<file path="src/rtl/core/sfcs_pkg.sv">
// Shared types, register defaults and helper functions of the serial flash command sequencer.
package sfcs_pkg;

   // Default number of extra status polls an erase may spend.
   localparam int POLL_LIMIT_DEFAULT = 16777216;

   // Depth of the result word queue in front of the response port.
   localparam int QUEUE_DEPTH = 4;

   // Dummy byte on the serial link, and the opcode value that means no write enable.
   localparam logic [7:0] DUMMY_BYTE = 8'hA5;
   localparam logic [7:0] NO_OPCODE  = 8'hFF;

   // Request operations; also used to remember the running command.
   typedef enum logic [2:0] {
      OP_RX       = 3'd0,
      OP_READ_ID  = 3'd1,
      OP_PROG     = 3'd2,
      OP_PDATA    = 3'd3,
      OP_READ     = 3'd4,
      OP_ERASE    = 3'd5,
      OP_STATUS   = 3'd6,
      OP_NONE     = 3'd7
   } op_type;

   // Kinds of result words.
   typedef enum logic [1:0] {
      KIND_TX     = 2'd0,
      KIND_ID     = 2'd1,
      KIND_DATA   = 2'd2,
      KIND_STATUS = 2'd3
   } kind_type;

   // Status report codes.
   typedef enum logic [1:0] {
      STAT_READY   = 2'd0,
      STAT_BUSY    = 2'd1,
      STAT_TIMEOUT = 2'd2
   } status_type;

   // Sequencer phases.
   typedef enum logic [3:0] {
      PH_IDLE  = 4'd0,
      PH_WREN  = 4'd1,
      PH_OPC   = 4'd2,
      PH_AHI   = 4'd3,
      PH_AMID  = 4'd4,
      PH_ALO   = 4'd5,
      PH_PWAIT = 4'd6,
      PH_PDATA = 4'd7,
      PH_PRE   = 4'd8,
      PH_DATA  = 4'd9,
      PH_SOPC  = 4'd10,
      PH_SVAL  = 4'd11
   } phase_type;

   // Configuration register indexes.
   typedef enum logic [2:0] {
      CSR_PAGE_SHIFT   = 3'd0,
      CSR_READ_OPC     = 3'd1,
      CSR_ID_OPC       = 3'd2,
      CSR_PROGRAM_OPC  = 3'd3,
      CSR_WREN_OPC     = 3'd4,
      CSR_ERASE_OPC    = 3'd5,
      CSR_STATUS_OPC   = 3'd6,
      CSR_BUSY_SELECT  = 3'd7
   } csr_index_type;

   // Configuration register set.
   typedef struct packed {
      logic [4:0] page_shift;
      logic [7:0] read_opcode;
      logic [7:0] id_opcode;
      logic [7:0] program_opcode;
      logic [7:0] write_enable_opcode;
      logic [7:0] erase_opcode;
      logic [7:0] status_opcode;
      logic [3:0] busy_select;
   } cfg_type;

   localparam cfg_type CFG_RESET = '{
      page_shift:          5'd8,
      read_opcode:         8'h03,
      id_opcode:           8'h9F,
      program_opcode:      8'h02,
      write_enable_opcode: 8'h06,
      erase_opcode:        8'hD8,
      status_opcode:       8'h05,
      busy_select:         4'd8
   };

   // One request word.
   typedef struct packed {
      op_type      op;
      logic [23:0] page;
      logic [15:0] offset;
      logic [15:0] count_less_one;
      logic [7:0]  data_byte;
      logic        final_data;
   } req_item_type;

   // One result word.
   typedef struct packed {
      kind_type    kind;
      logic [7:0]  tx_byte;
      logic        release_select;
      logic [7:0]  host_byte;
      status_type  status_code;
      logic        last;
   } rsp_item_type;

   // Command byte of an addressed command or read ID.
   function automatic logic [7:0] opcode_of(input cfg_type cfg, input op_type ck);
      logic [7:0] opc;
      case (ck)
         OP_PROG:  opc = cfg.program_opcode;
         OP_ERASE: opc = cfg.erase_opcode;
         OP_READ:  opc = cfg.read_opcode;
         default:  opc = cfg.id_opcode;
      endcase
      return opc;
   endfunction

   // Transmit word.
   function automatic rsp_item_type tx_word(input logic [7:0] b, input logic rel);
      rsp_item_type r;
      r                = '0;
      r.kind           = KIND_TX;
      r.tx_byte        = b;
      r.release_select = rel;
      return r;
   endfunction

endpackage

</file>
<file path="src/rtl/core/spi_flash_command_sequencer.sv">
// Top level of the serial flash command sequencer: ports, registers, input stage and result queue.
//
// The sequencer takes request words and answers each with zero, one or two result words. A
// request is handled in one pass of logic between the input register and a four-word result
// queue, so its first result passes through the input register and then the queue before it
// reaches the response port. The request side stalls only while a word waits in the input
// register and more than two result words sit in the queue. With a response side that is always
// ready, words that cause at most one result each flow at one per cycle, while a run of words
// that each cause two results is held back by the one-word-per-cycle response port. In use the
// rate is set by the serial link, one byte exchange per received-byte word. Every transmit
// result must be answered by exactly one received-byte word before the command moves on.
// Configuration registers may only be written while no command runs.
module spi_flash_command_sequencer #(
   parameter int POLL_LIMIT = sfcs_pkg::POLL_LIMIT_DEFAULT
) (
   input  logic        clock,
   input  logic        reset,
   // Request stream.
   input  logic        req_tvalid,
   output logic        req_tready,
   input  logic [63:0] req_tdata,   // page[23:0], offset[39:24], count_less_one[55:40],
                                    // data_byte[63:56]
   input  logic [2:0]  req_tuser,   // op[2:0]
   input  logic        req_tlast,   // final_data
   // Result stream.
   output logic        rsp_tvalid,
   input  logic        rsp_tready,
   output logic [23:0] rsp_tdata,   // tx_byte[7:0], release_select[8], host_byte[16:9],
                                    // status_code[18:17], zero[23:19]
   output logic [1:0]  rsp_tuser,   // kind[1:0]
   output logic        rsp_tlast,   // last
   // Configuration writes.
   input  logic        csr_we,
   input  logic [2:0]  csr_index,
   input  logic [7:0]  csr_wdata
);
   import sfcs_pkg::*;

   localparam int CountW = $clog2(QUEUE_DEPTH + 1);

   cfg_type      cfg_ff, cfg_in;
   logic         in_valid_ff, in_valid_in;
   req_item_type in_item_ff, in_item_in;
   rsp_item_type q_ff [QUEUE_DEPTH];
   rsp_item_type q_in [QUEUE_DEPTH];
   logic [CountW-1:0] count_ff, count_in, base;
   logic         process, pop, accept;
   logic [1:0]   res_count;
   rsp_item_type res0, res1;

   // Configuration register writes.
   always_comb begin
      cfg_in = cfg_ff;
      if (csr_we) begin
         unique case (csr_index_type'(csr_index))
            CSR_PAGE_SHIFT:  cfg_in.page_shift          = csr_wdata[4:0];
            CSR_READ_OPC:    cfg_in.read_opcode         = csr_wdata;
            CSR_ID_OPC:      cfg_in.id_opcode           = csr_wdata;
            CSR_PROGRAM_OPC: cfg_in.program_opcode      = csr_wdata;
            CSR_WREN_OPC:    cfg_in.write_enable_opcode = csr_wdata;
            CSR_ERASE_OPC:   cfg_in.erase_opcode        = csr_wdata;
            CSR_STATUS_OPC:  cfg_in.status_opcode       = csr_wdata;
            CSR_BUSY_SELECT: cfg_in.busy_select         = csr_wdata[3:0];
            default:         cfg_in                     = cfg_ff;
         endcase
      end
   end

   // The held word is processed when the queue has room for two results.
   assign process    = in_valid_ff && (count_ff <= CountW'(QUEUE_DEPTH - 2));
   assign req_tready = !in_valid_ff || process;
   assign accept     = req_tvalid && req_tready;
   assign pop        = (count_ff != '0) && rsp_tready;

   // Input register.
   always_comb begin
      in_valid_in = in_valid_ff;
      in_item_in  = in_item_ff;
      if (accept) begin
         in_valid_in               = 1'b1;
         in_item_in.op             = op_type'(req_tuser);
         in_item_in.page           = req_tdata[23:0];
         in_item_in.offset         = req_tdata[39:24];
         in_item_in.count_less_one = req_tdata[55:40];
         in_item_in.data_byte      = req_tdata[63:56];
         in_item_in.final_data     = req_tlast;
      end else if (process) begin
         in_valid_in = 1'b0;
      end
   end

   sfcs_engine #(
      .POLL_LIMIT (POLL_LIMIT)
   ) u_engine (
      .clock     (clock),
      .reset     (reset),
      .enable    (process),
      .cfg       (cfg_ff),
      .item      (in_item_ff),
      .res_count (res_count),
      .res0      (res0),
      .res1      (res1)
   );

   // Result queue: the head sits at entry zero, new words land behind the last one.
   assign base = count_ff - CountW'(pop);
   always_comb begin
      for (int i = 0; i < QUEUE_DEPTH; i++) begin
         q_in[i] = q_ff[i];
         if (pop) begin
            q_in[i] = q_ff[(i + 1 < QUEUE_DEPTH) ? i + 1 : i];
         end
         if (process && res_count != 2'd0 && CountW'(i) == base) begin
            q_in[i] = res0;
         end
         if (process && res_count == 2'd2 && CountW'(i) == base + CountW'(1)) begin
            q_in[i] = res1;
         end
      end
      count_in = base + (process ? CountW'(res_count) : '0);
   end

   // Control and payload registers.
   always_ff @(posedge clock) begin
      if (reset) begin
         cfg_ff      <= CFG_RESET;
         in_valid_ff <= 1'b0;
         count_ff    <= '0;
      end else begin
         cfg_ff      <= cfg_in;
         in_valid_ff <= in_valid_in;
         count_ff    <= count_in;
      end
      in_item_ff <= in_item_in;
      for (int i = 0; i < QUEUE_DEPTH; i++) begin
         q_ff[i] <= q_in[i];
      end
   end

   // Response port driven from the queue head.
   assign rsp_tvalid = (count_ff != '0);
   assign rsp_tuser  = q_ff[0].kind;
   assign rsp_tlast  = q_ff[0].last;
   assign rsp_tdata  = {5'd0, q_ff[0].status_code, q_ff[0].host_byte,
                        q_ff[0].release_select, q_ff[0].tx_byte};

`ifndef SYNTHESIS
   a_queue_bound: assert property (@(posedge clock) disable iff (reset)
      count_ff <= CountW'(QUEUE_DEPTH))
      else $error("result queue count beyond its depth");

   a_held_word: assert property (@(posedge clock) disable iff (reset)
      in_valid_ff && !process |=> in_valid_ff && $stable(in_item_ff))
      else $error("unprocessed request word was lost or changed");

   a_pair_order: assert property (@(posedge clock) disable iff (reset)
      process && res_count == 2'd2 |->
         (res0.kind == KIND_ID || res0.kind == KIND_DATA) && res1.kind == KIND_TX)
      else $error("a result pair must be a host byte followed by a transmit byte");
`endif

endmodule

</file>
<file path="src/rtl/core/sfcs_engine.sv">
// Sequencer state and the per-word decision logic that turns one request word into results.
module sfcs_engine #(
   parameter int POLL_LIMIT = sfcs_pkg::POLL_LIMIT_DEFAULT
) (
   input  logic                   clock,
   input  logic                   reset,
   input  logic                   enable,
   input  sfcs_pkg::cfg_type      cfg,
   input  sfcs_pkg::req_item_type item,
   output logic [1:0]             res_count,
   output sfcs_pkg::rsp_item_type res0,
   output sfcs_pkg::rsp_item_type res1
);
   import sfcs_pkg::*;

   localparam int PollW = $clog2(POLL_LIMIT + 2);

   phase_type        phase_ff, phase_in;
   logic [16:0]      byte_counter_ff, byte_counter_in;
   logic [23:0]      address_ff, address_in;
   logic [PollW-1:0] polls_left_ff, polls_left_in;
   op_type           command_ff, command_in;

   logic [23:0]      new_address;
   logic [16:0]      bc_dec;
   logic [PollW-1:0] polls_dec;
   logic             busy;

   // Byte address of the request: shifted page, plus offset for a read, low 24 bits.
   always_comb begin
      new_address = 24'(item.page << cfg.page_shift);
      if (item.op == OP_READ) begin
         new_address = new_address + {8'd0, item.offset};
      end
   end

   assign bc_dec    = byte_counter_ff - 17'd1;
   assign polls_dec = (polls_left_ff != '0) ? polls_left_ff - PollW'(1) : polls_left_ff;
   assign busy      = (item.data_byte[cfg.busy_select[2:0]] == cfg.busy_select[3]);

   // Next state and result words for the word at the input register.
   always_comb begin
      phase_in        = phase_ff;
      byte_counter_in = byte_counter_ff;
      address_in      = address_ff;
      polls_left_in   = polls_left_ff;
      command_in      = command_ff;
      res_count       = 2'd0;
      res0            = '0;
      res1            = '0;
      if (item.op == OP_RX) begin
         unique case (phase_ff)
            PH_WREN: begin
               res0      = tx_word(opcode_of(cfg, command_ff), 1'b0);
               res_count = 2'd1;
               phase_in  = PH_OPC;
            end
            PH_OPC: begin
               res_count = 2'd1;
               if (command_ff == OP_READ_ID) begin
                  byte_counter_in = 17'd4;
                  res0            = tx_word(DUMMY_BYTE, 1'b0);
                  phase_in        = PH_DATA;
               end else begin
                  res0     = tx_word(address_ff[23:16], 1'b0);
                  phase_in = PH_AHI;
               end
            end
            PH_AHI: begin
               res0      = tx_word(address_ff[15:8], 1'b0);
               res_count = 2'd1;
               phase_in  = PH_AMID;
            end
            PH_AMID: begin
               res0      = tx_word(address_ff[7:0], command_ff == OP_ERASE);
               res_count = 2'd1;
               phase_in  = PH_ALO;
            end
            PH_ALO: begin
               if (command_ff == OP_PROG) begin
                  phase_in = PH_PWAIT;
               end else if (command_ff == OP_READ) begin
                  res0      = tx_word(DUMMY_BYTE, 1'b0);
                  res_count = 2'd1;
                  phase_in  = PH_PRE;
               end else begin
                  res0      = tx_word(cfg.status_opcode, 1'b0);
                  res_count = 2'd1;
                  phase_in  = PH_SOPC;
               end
            end
            PH_PDATA: begin
               // The final data byte closes the program; otherwise wait for more.
               phase_in        = (byte_counter_ff != '0) ? PH_IDLE : PH_PWAIT;
               byte_counter_in = '0;
            end
            PH_PRE: begin
               res0      = tx_word(DUMMY_BYTE, byte_counter_ff == 17'd1);
               res_count = 2'd1;
               phase_in  = PH_DATA;
            end
            PH_DATA: begin
               res0.kind      = (command_ff == OP_READ_ID) ? KIND_ID : KIND_DATA;
               res0.host_byte = item.data_byte;
               if (byte_counter_ff <= 17'd1) begin
                  res0.last       = 1'b1;
                  res_count       = 2'd1;
                  byte_counter_in = '0;
                  phase_in        = PH_IDLE;
               end else begin
                  // Hand the byte over and clock in the next one.
                  byte_counter_in = bc_dec;
                  res1            = tx_word(DUMMY_BYTE, bc_dec == 17'd1);
                  res_count       = 2'd2;
               end
            end
            PH_SOPC: begin
               res0      = tx_word(DUMMY_BYTE, 1'b1);
               res_count = 2'd1;
               phase_in  = PH_SVAL;
            end
            PH_SVAL: begin
               res_count = 2'd1;
               if (command_ff == OP_ERASE) begin
                  polls_left_in = polls_dec;
                  if (busy && polls_dec != '0) begin
                     res0     = tx_word(cfg.status_opcode, 1'b0);
                     phase_in = PH_SOPC;
                  end else begin
                     res0.kind        = KIND_STATUS;
                     res0.status_code = (polls_dec == '0) ? STAT_TIMEOUT : STAT_READY;
                     res0.last        = 1'b1;
                     phase_in         = PH_IDLE;
                  end
               end else begin
                  res0.kind        = KIND_STATUS;
                  res0.status_code = busy ? STAT_BUSY : STAT_READY;
                  res0.last        = 1'b1;
                  phase_in         = PH_IDLE;
               end
            end
            default: begin
               // No exchange outstanding: a stray received byte is dropped.
            end
         endcase
      end else if (item.op == OP_PDATA) begin
         if (phase_ff == PH_PWAIT) begin
            byte_counter_in = {16'd0, item.final_data};
            res0            = tx_word(item.data_byte, item.final_data);
            res_count       = 2'd1;
            phase_in        = PH_PDATA;
         end
      end else if (phase_ff == PH_IDLE && item.op != OP_NONE) begin
         // A new host command starts.
         command_in      = item.op;
         byte_counter_in = '0;
         res_count       = 2'd1;
         case (item.op)
            OP_READ_ID: begin
               res0     = tx_word(cfg.id_opcode, 1'b0);
               phase_in = PH_OPC;
            end
            OP_READ: begin
               address_in      = new_address;
               byte_counter_in = {1'b0, item.count_less_one} + 17'd1;
               res0            = tx_word(cfg.read_opcode, 1'b0);
               phase_in        = PH_OPC;
            end
            OP_STATUS: begin
               res0     = tx_word(cfg.status_opcode, 1'b0);
               phase_in = PH_SOPC;
            end
            default: begin
               address_in = new_address;
               if (item.op == OP_ERASE) begin
                  polls_left_in = PollW'(POLL_LIMIT + 1);
               end
               if (cfg.write_enable_opcode != NO_OPCODE) begin
                  res0     = tx_word(cfg.write_enable_opcode, 1'b1);
                  phase_in = PH_WREN;
               end else begin
                  res0     = tx_word(opcode_of(cfg, item.op), 1'b0);
                  phase_in = PH_OPC;
               end
            end
         endcase
      end
   end

   // State registers advance only when a word is processed.
   always_ff @(posedge clock) begin
      if (reset) begin
         phase_ff        <= PH_IDLE;
         byte_counter_ff <= '0;
         address_ff      <= '0;
         polls_left_ff   <= '0;
         command_ff      <= OP_RX;
      end else if (enable) begin
         phase_ff        <= phase_in;
         byte_counter_ff <= byte_counter_in;
         address_ff      <= address_in;
         polls_left_ff   <= polls_left_in;
         command_ff      <= command_in;
      end
   end

endmodule
</file>
<file path="config.mk">
export PLATFORM = sky130hd
export DESIGN_NAME = spi_flash_command_sequencer
export DESIGN_NICKNAME = d
export VERILOG_FILES = /design/src/rtl/core/sfcs_pkg.sv /design/src/rtl/core/spi_flash_command_sequencer.sv /design/src/rtl/core/sfcs_engine.sv
export SDC_FILE = /design/constraint.sdc
export NUM_CORES = 1
export LEC_CHECK = 0
export CORE_UTILIZATION = 60
export CTS_BUF_LIST = sky130_fd_sc_hd__clkbuf_4 sky130_fd_sc_hd__clkbuf_8
export DETAILED_ROUTE_END_ITERATION = 8
export DONT_BUFFER_PORTS = 1
export PLACE_DENSITY_LB_ADDON = 0.05
export SETUP_SLACK_MARGIN = 0.02
export SKIP_LAST_GASP = 1
export SLEW_MARGIN = 20
export SYNTH_ARGS = -nofsm -noshare
export SYNTH_HDL_FRONTEND = slang
export SYNTH_SLANG_ARGS = --single-unit
</file>
<file path="constraint.sdc">
create_clock -name clock -period 10 [get_ports clock]
set_input_delay 1 -clock clock [delete_from_list [all_inputs] [get_ports clock]]
set_output_delay 1 -clock clock [all_outputs]
set_load 0.05 [all_outputs]
</file>
==> PnR_summary.wiki <==
{| class="wikitable"
! Metric !! Value
|-
| Prevailing post-synth register cell || sky130_fd_sc_hd__dfxtp_1
|-
| Cells after Synth || 2030
|-
| Proportion of layout cells with a drive suffix above 1 || 0.0924
|-
| DR WL/cell || approximately 20 um
|-
| Buffers inserted by post-CTS timing repair || 0
|-
| Most frequently used cell type in the post-synthesis netlist || sky130_fd_sc_hd__nor2_1
|-
| Filler cells || ~2400
|-
| PnR worst setup slack || between 5 and 6 ns
|-
| Peak-usage layer in the global routing report || met2
|-
| Total power after layout || around 3700 uW
|-
| Synthesized area per cell || 8.32 um2
|-
| Vias per cell || ~6.4
|-
| Met1 Usage GRT || 0.435
|-
| Peak supply drop || ~0.11 mV
|-
| Gr usage total || 0.317
|-
| Proportion of netlist area held by the largest area contributor || 0.239
|-
| Final net count || ~2100
|-
| Post-layout minimum cycle time || between 4 and 5 ns
|-
| Total Die Area || roughly 29000 um2
|-
| Buffering stage count on the worst path with inverters included || 3
|-
| Bufs on Longest Clock Path || 3
|-
| Vias in the first global route || around 14000
|-
| Worst path slowest cell || sky130_fd_sc_hd__nor2_2
|-
| Register clock-pin slew on the reported worst setup and hold paths || about 0.06 ns
|-
| Buffers added on ports || 0
|-
| Max-cap violations || 0
|-
| Number of synthesis warnings || 0
|-
| Met3 track utilization from global routing || 0.0427
|-
| Result of the run || completed
|-
| Number of detailed-routing iterations run before antenna repair || 6
|-
| Final setup fails || 0
|-
| CTS tree || done
|-
| Maximum level of the CTS H-tree || 2
|-
| Antenna violations before repair || 2
|-
| Worst Path Class, Setup || reg2reg
|-
| Routability congestion estimate from global placement || 0.951
|-
| CP delay by family, top || simple AND/OR/NAND/NOR gates
|-
| Endpoint required time on the critical path || 10.41 ns
|-
| Share of synthesized flip-flops with an asynchronous set or reset || 0
|-
| Max FO, Critical Path || 55
|-
| First DRT Iteration DRCs || 1619
|-
| Max-slew violations || 0
|-
| Final worst path period share || 0.475
|-
| Peak Freq || ~210 MHz
|-
| Post-Route Setup TNS || 0 ns
|-
| Area added between synthesis and finish || 6.77%
|-
| Worst Setup Slack post-DPL || ~5.1 ns
|-
| Number of distinct library cells after synthesis || 83
|-
| Top cells by count, synth || 274 x sky130_fd_sc_hd__nor2_1, 241 x sky130_fd_sc_hd__nand2_1, 202 x sky130_fd_sc_hd__dfxtp_1, 150 x sky130_fd_sc_hd__a21oi_1, 123 x sky130_fd_sc_hd__clkbuf_1
|-
| Largest stage delay on the critical path || between 0.6 and 0.7 ns
|-
| Largest net degree at the start of global routing || roughly 120
|-
| Cell Rows || 61
|-
| Post-detailed-placement half-perimeter wirelength || approximately 33000 um
|-
| Starting density of the core || 0.610
|-
| Leading cell types by total area after synthesis || sky130_fd_sc_hd__dfxtp_1 24%, sky130_fd_sc_hd__edfxtp_1 16%, sky130_fd_sc_hd__nor2_1 6.1%, sky130_fd_sc_hd__mux2i_1 6.0%, sky130_fd_sc_hd__nand2_1 5.4%
|-
| GR met2 Demand/Resource || 0.500
|-
| Overall die height || between 150 and 200 um
|-
| Wirelength, routed || ~46000 um
|-
| X dimension of the die || 170 um
|-
| Clock buffer count from CTS || between 40 and 50
|-
| Root buffer cell || sky130_fd_sc_hd__clkbuf_8
|-
| Wire length of the first global-routing pass || about 73000 um
|-
| Final Hold Vio Count || 0
|-
| Static leakage power || between 0.006 and 0.007 uW
|-
| Post-route DRC || 0
|-
| Worst hold path class || reg2reg
|-
| Yosys reg bits || 290
|-
| Sequential cell area fraction in the yosys report || 0.396
|-
| EDFF count, synth || between 80 and 90
|-
| Unrepaired setup endpoints after global routing || false
|-
| Total of hold buffers inserted after clock tree synthesis || 0
|-
| Cell Area, Synth || 16900 um2
|-
| Relative slew slack || 0.255
|-
| Cell mode on critical path || sky130_fd_sc_hd__ha_1
|-
| Standard cell core area || approximately 28000 um2
|-
| Synth area leader || sky130_fd_sc_hd__dfxtp_1
|-
| Number of nets with antenna violations after detailed routing || 0
|-
| Vias || ~15000
|-
| Worst clock skew || 0.0299 ns
|-
| Kind of end point of the critical path || register
|-
| Type of origin of the critical path || register
|-
| Number of gates given a new drive strength after cts || 0
|-
| GR Overflow Total || 0
|-
| Clock latency of the later-clocked register in the worst-skew pair || about 0.60 ns
|-
| Power per cell area || 204 nW/um2
|-
| Crit path DAT || ~5.2 ns
|-
| Number of clock sinks seen by CTS || between 200 and 300
|-
| Worst slew pin tran || ~1.1 ns
|-
| Worst path cell trace || or3_1 > nand2_2 > buf_4 > inv_2 > ha_1 > ha_1 > xor2_1 > inv_1 > ha_1 > nand3_1 > nor2_2 > nor3_1 > a21oi_1
|-
| Number of top-level pins || ~110
|}
==> layout make-up <==
cell class                      instances  area [um2]  share of cell area
Tap cell                              378         473              0.0262
Antenna cell                            1        2.50            0.000139
Clock buffer                           82         985              0.0546
Sequential cell                       290        6690               0.371
Inverter                               36         135             0.00749
Clock inverter                          7        83.8             0.00465
Timing Repair Buffer                   21         158             0.00874
Multi-Input combinational cell       1555        9510               0.527
==> report_power, final <==
part | leakage (uW) | switching [uW] | total (uW) | internal, uW
Combinational | 0.00355 | 524 | 879 | 355
Sequential | 0.00250 | 264 | 1670 | 1410
Clock | 0.000575 | 482 | 1130 | 649
==> kinds of logic after synthesis <==
family | Yosys count | synth area share
AO/OA/AOI/OAI | 549 | 0.212
XOR/XNOR | 35 | 0.0181
adder cells (fa/ha/maj) | 27 | 0.0209
buffers and inverters | 189 | 0.0440
flip-flops | 290 | 0.396
multiplexers | 134 | 0.0905
other | 1 | 0.000222
AND/OR/NAND/NOR | 805 | 0.219
==> sequential cells by signal, indices dropped and copies added (netlist names) <==
name / count
q_ff: 88
in_item_ff: 68
cfg_ff: 57
u_engine.polls_left_ff: 25
u_engine.address_ff: 24
u_engine.byte_counter_ff: 17
u_engine.phase_ff: 4
count_ff: 3
u_engine.command_ff: 3
in_valid_ff: 1
==> worst min-delay path, delay by kind of cell (launching register included) <==
family | cells | cell delay, ns
flip-flops | 1 | 0.31
AND/OR/NAND/NOR | 1 | 0.05
AO/OA/AOI/OAI | 1 | 0.05
==> worst paths after layout <==
kind / start / end / slack, ns / depth (start not counted)
max: count_ff[0] / q_ff[2][19] / 5.25 / 13
min: q_ff[3][20] / q_ff[3][20] / 0.45 / 2
max reg2reg: count_ff[0] / q_ff[2][19] / 5.25 / 13
min reg2reg: q_ff[3][20] / q_ff[3][20] / 0.45 / 2
==> routing by layer <==
metal / share of wire / vias to the layer above
li1: - / 7260
met1: 0.44 / 7128
met2: 0.46 / 601
met3: 0.068 / 114
met4: 0.036 / 4
met5: 0.00067 / -
==> cells in the final DEF (no fill, tap or decap), types with 8 or more instances in the layout <==
| master | count |
|---|---|
| sky130_fd_sc_hd__a211oi_1 | 63 |
| sky130_fd_sc_hd__a21o_1 | 13 |
| sky130_fd_sc_hd__a21oi_1 | 150 |
| sky130_fd_sc_hd__a22oi_1 | 29 |
| sky130_fd_sc_hd__a311oi_1 | 11 |
| sky130_fd_sc_hd__a31o_2 | 10 |
| sky130_fd_sc_hd__a31oi_1 | 10 |
| sky130_fd_sc_hd__and2_1 | 13 |
| sky130_fd_sc_hd__and3_1 | 34 |
| sky130_fd_sc_hd__buf_4 | 21 |
| sky130_fd_sc_hd__clkbuf_4 | 23 |
| sky130_fd_sc_hd__clkbuf_8 | 59 |
| sky130_fd_sc_hd__dfxtp_1 | 201 |
| sky130_fd_sc_hd__edfxtp_1 | 88 |
| sky130_fd_sc_hd__ha_1 | 25 |
| sky130_fd_sc_hd__inv_1 | 34 |
| sky130_fd_sc_hd__mux2_2 | 20 |
| sky130_fd_sc_hd__mux2i_1 | 101 |
| sky130_fd_sc_hd__mux4_2 | 13 |
| sky130_fd_sc_hd__nand2_1 | 240 |
| sky130_fd_sc_hd__nand2b_1 | 26 |
| sky130_fd_sc_hd__nand3_1 | 39 |
| sky130_fd_sc_hd__nand4_1 | 11 |
| sky130_fd_sc_hd__nor2_1 | 271 |
| sky130_fd_sc_hd__nor2b_1 | 25 |
| sky130_fd_sc_hd__nor3_1 | 67 |
| sky130_fd_sc_hd__nor4_1 | 19 |
| sky130_fd_sc_hd__o2111ai_1 | 8 |
| sky130_fd_sc_hd__o211ai_1 | 18 |
| sky130_fd_sc_hd__o21ai_0 | 112 |
| sky130_fd_sc_hd__o21ai_1 | 11 |
| sky130_fd_sc_hd__o22ai_1 | 20 |
| sky130_fd_sc_hd__o31ai_1 | 12 |
| sky130_fd_sc_hd__or3_1 | 16 |
| sky130_fd_sc_hd__xnor2_1 | 16 |
| sky130_fd_sc_hd__xor2_1 | 19 |
==> stage by stage <==
stage / util / cell area, um2 / std cells / hold slack [ns]
floorplan: - / 16900 / 2034 / 0.429
global placement: 0.612 / 17000 / 2280 / 0.436
detailed placement: 0.612 / 17000 / 2280 / 0.443
CTS: 0.651 / 18000 / 2369 / 0.451
global route: 0.651 / 18000 / 2369 / 0.447
finish: 0.651 / 18000 / 2370 / 0.451
No activity file was read; power rests on OpenSTA's default activity.
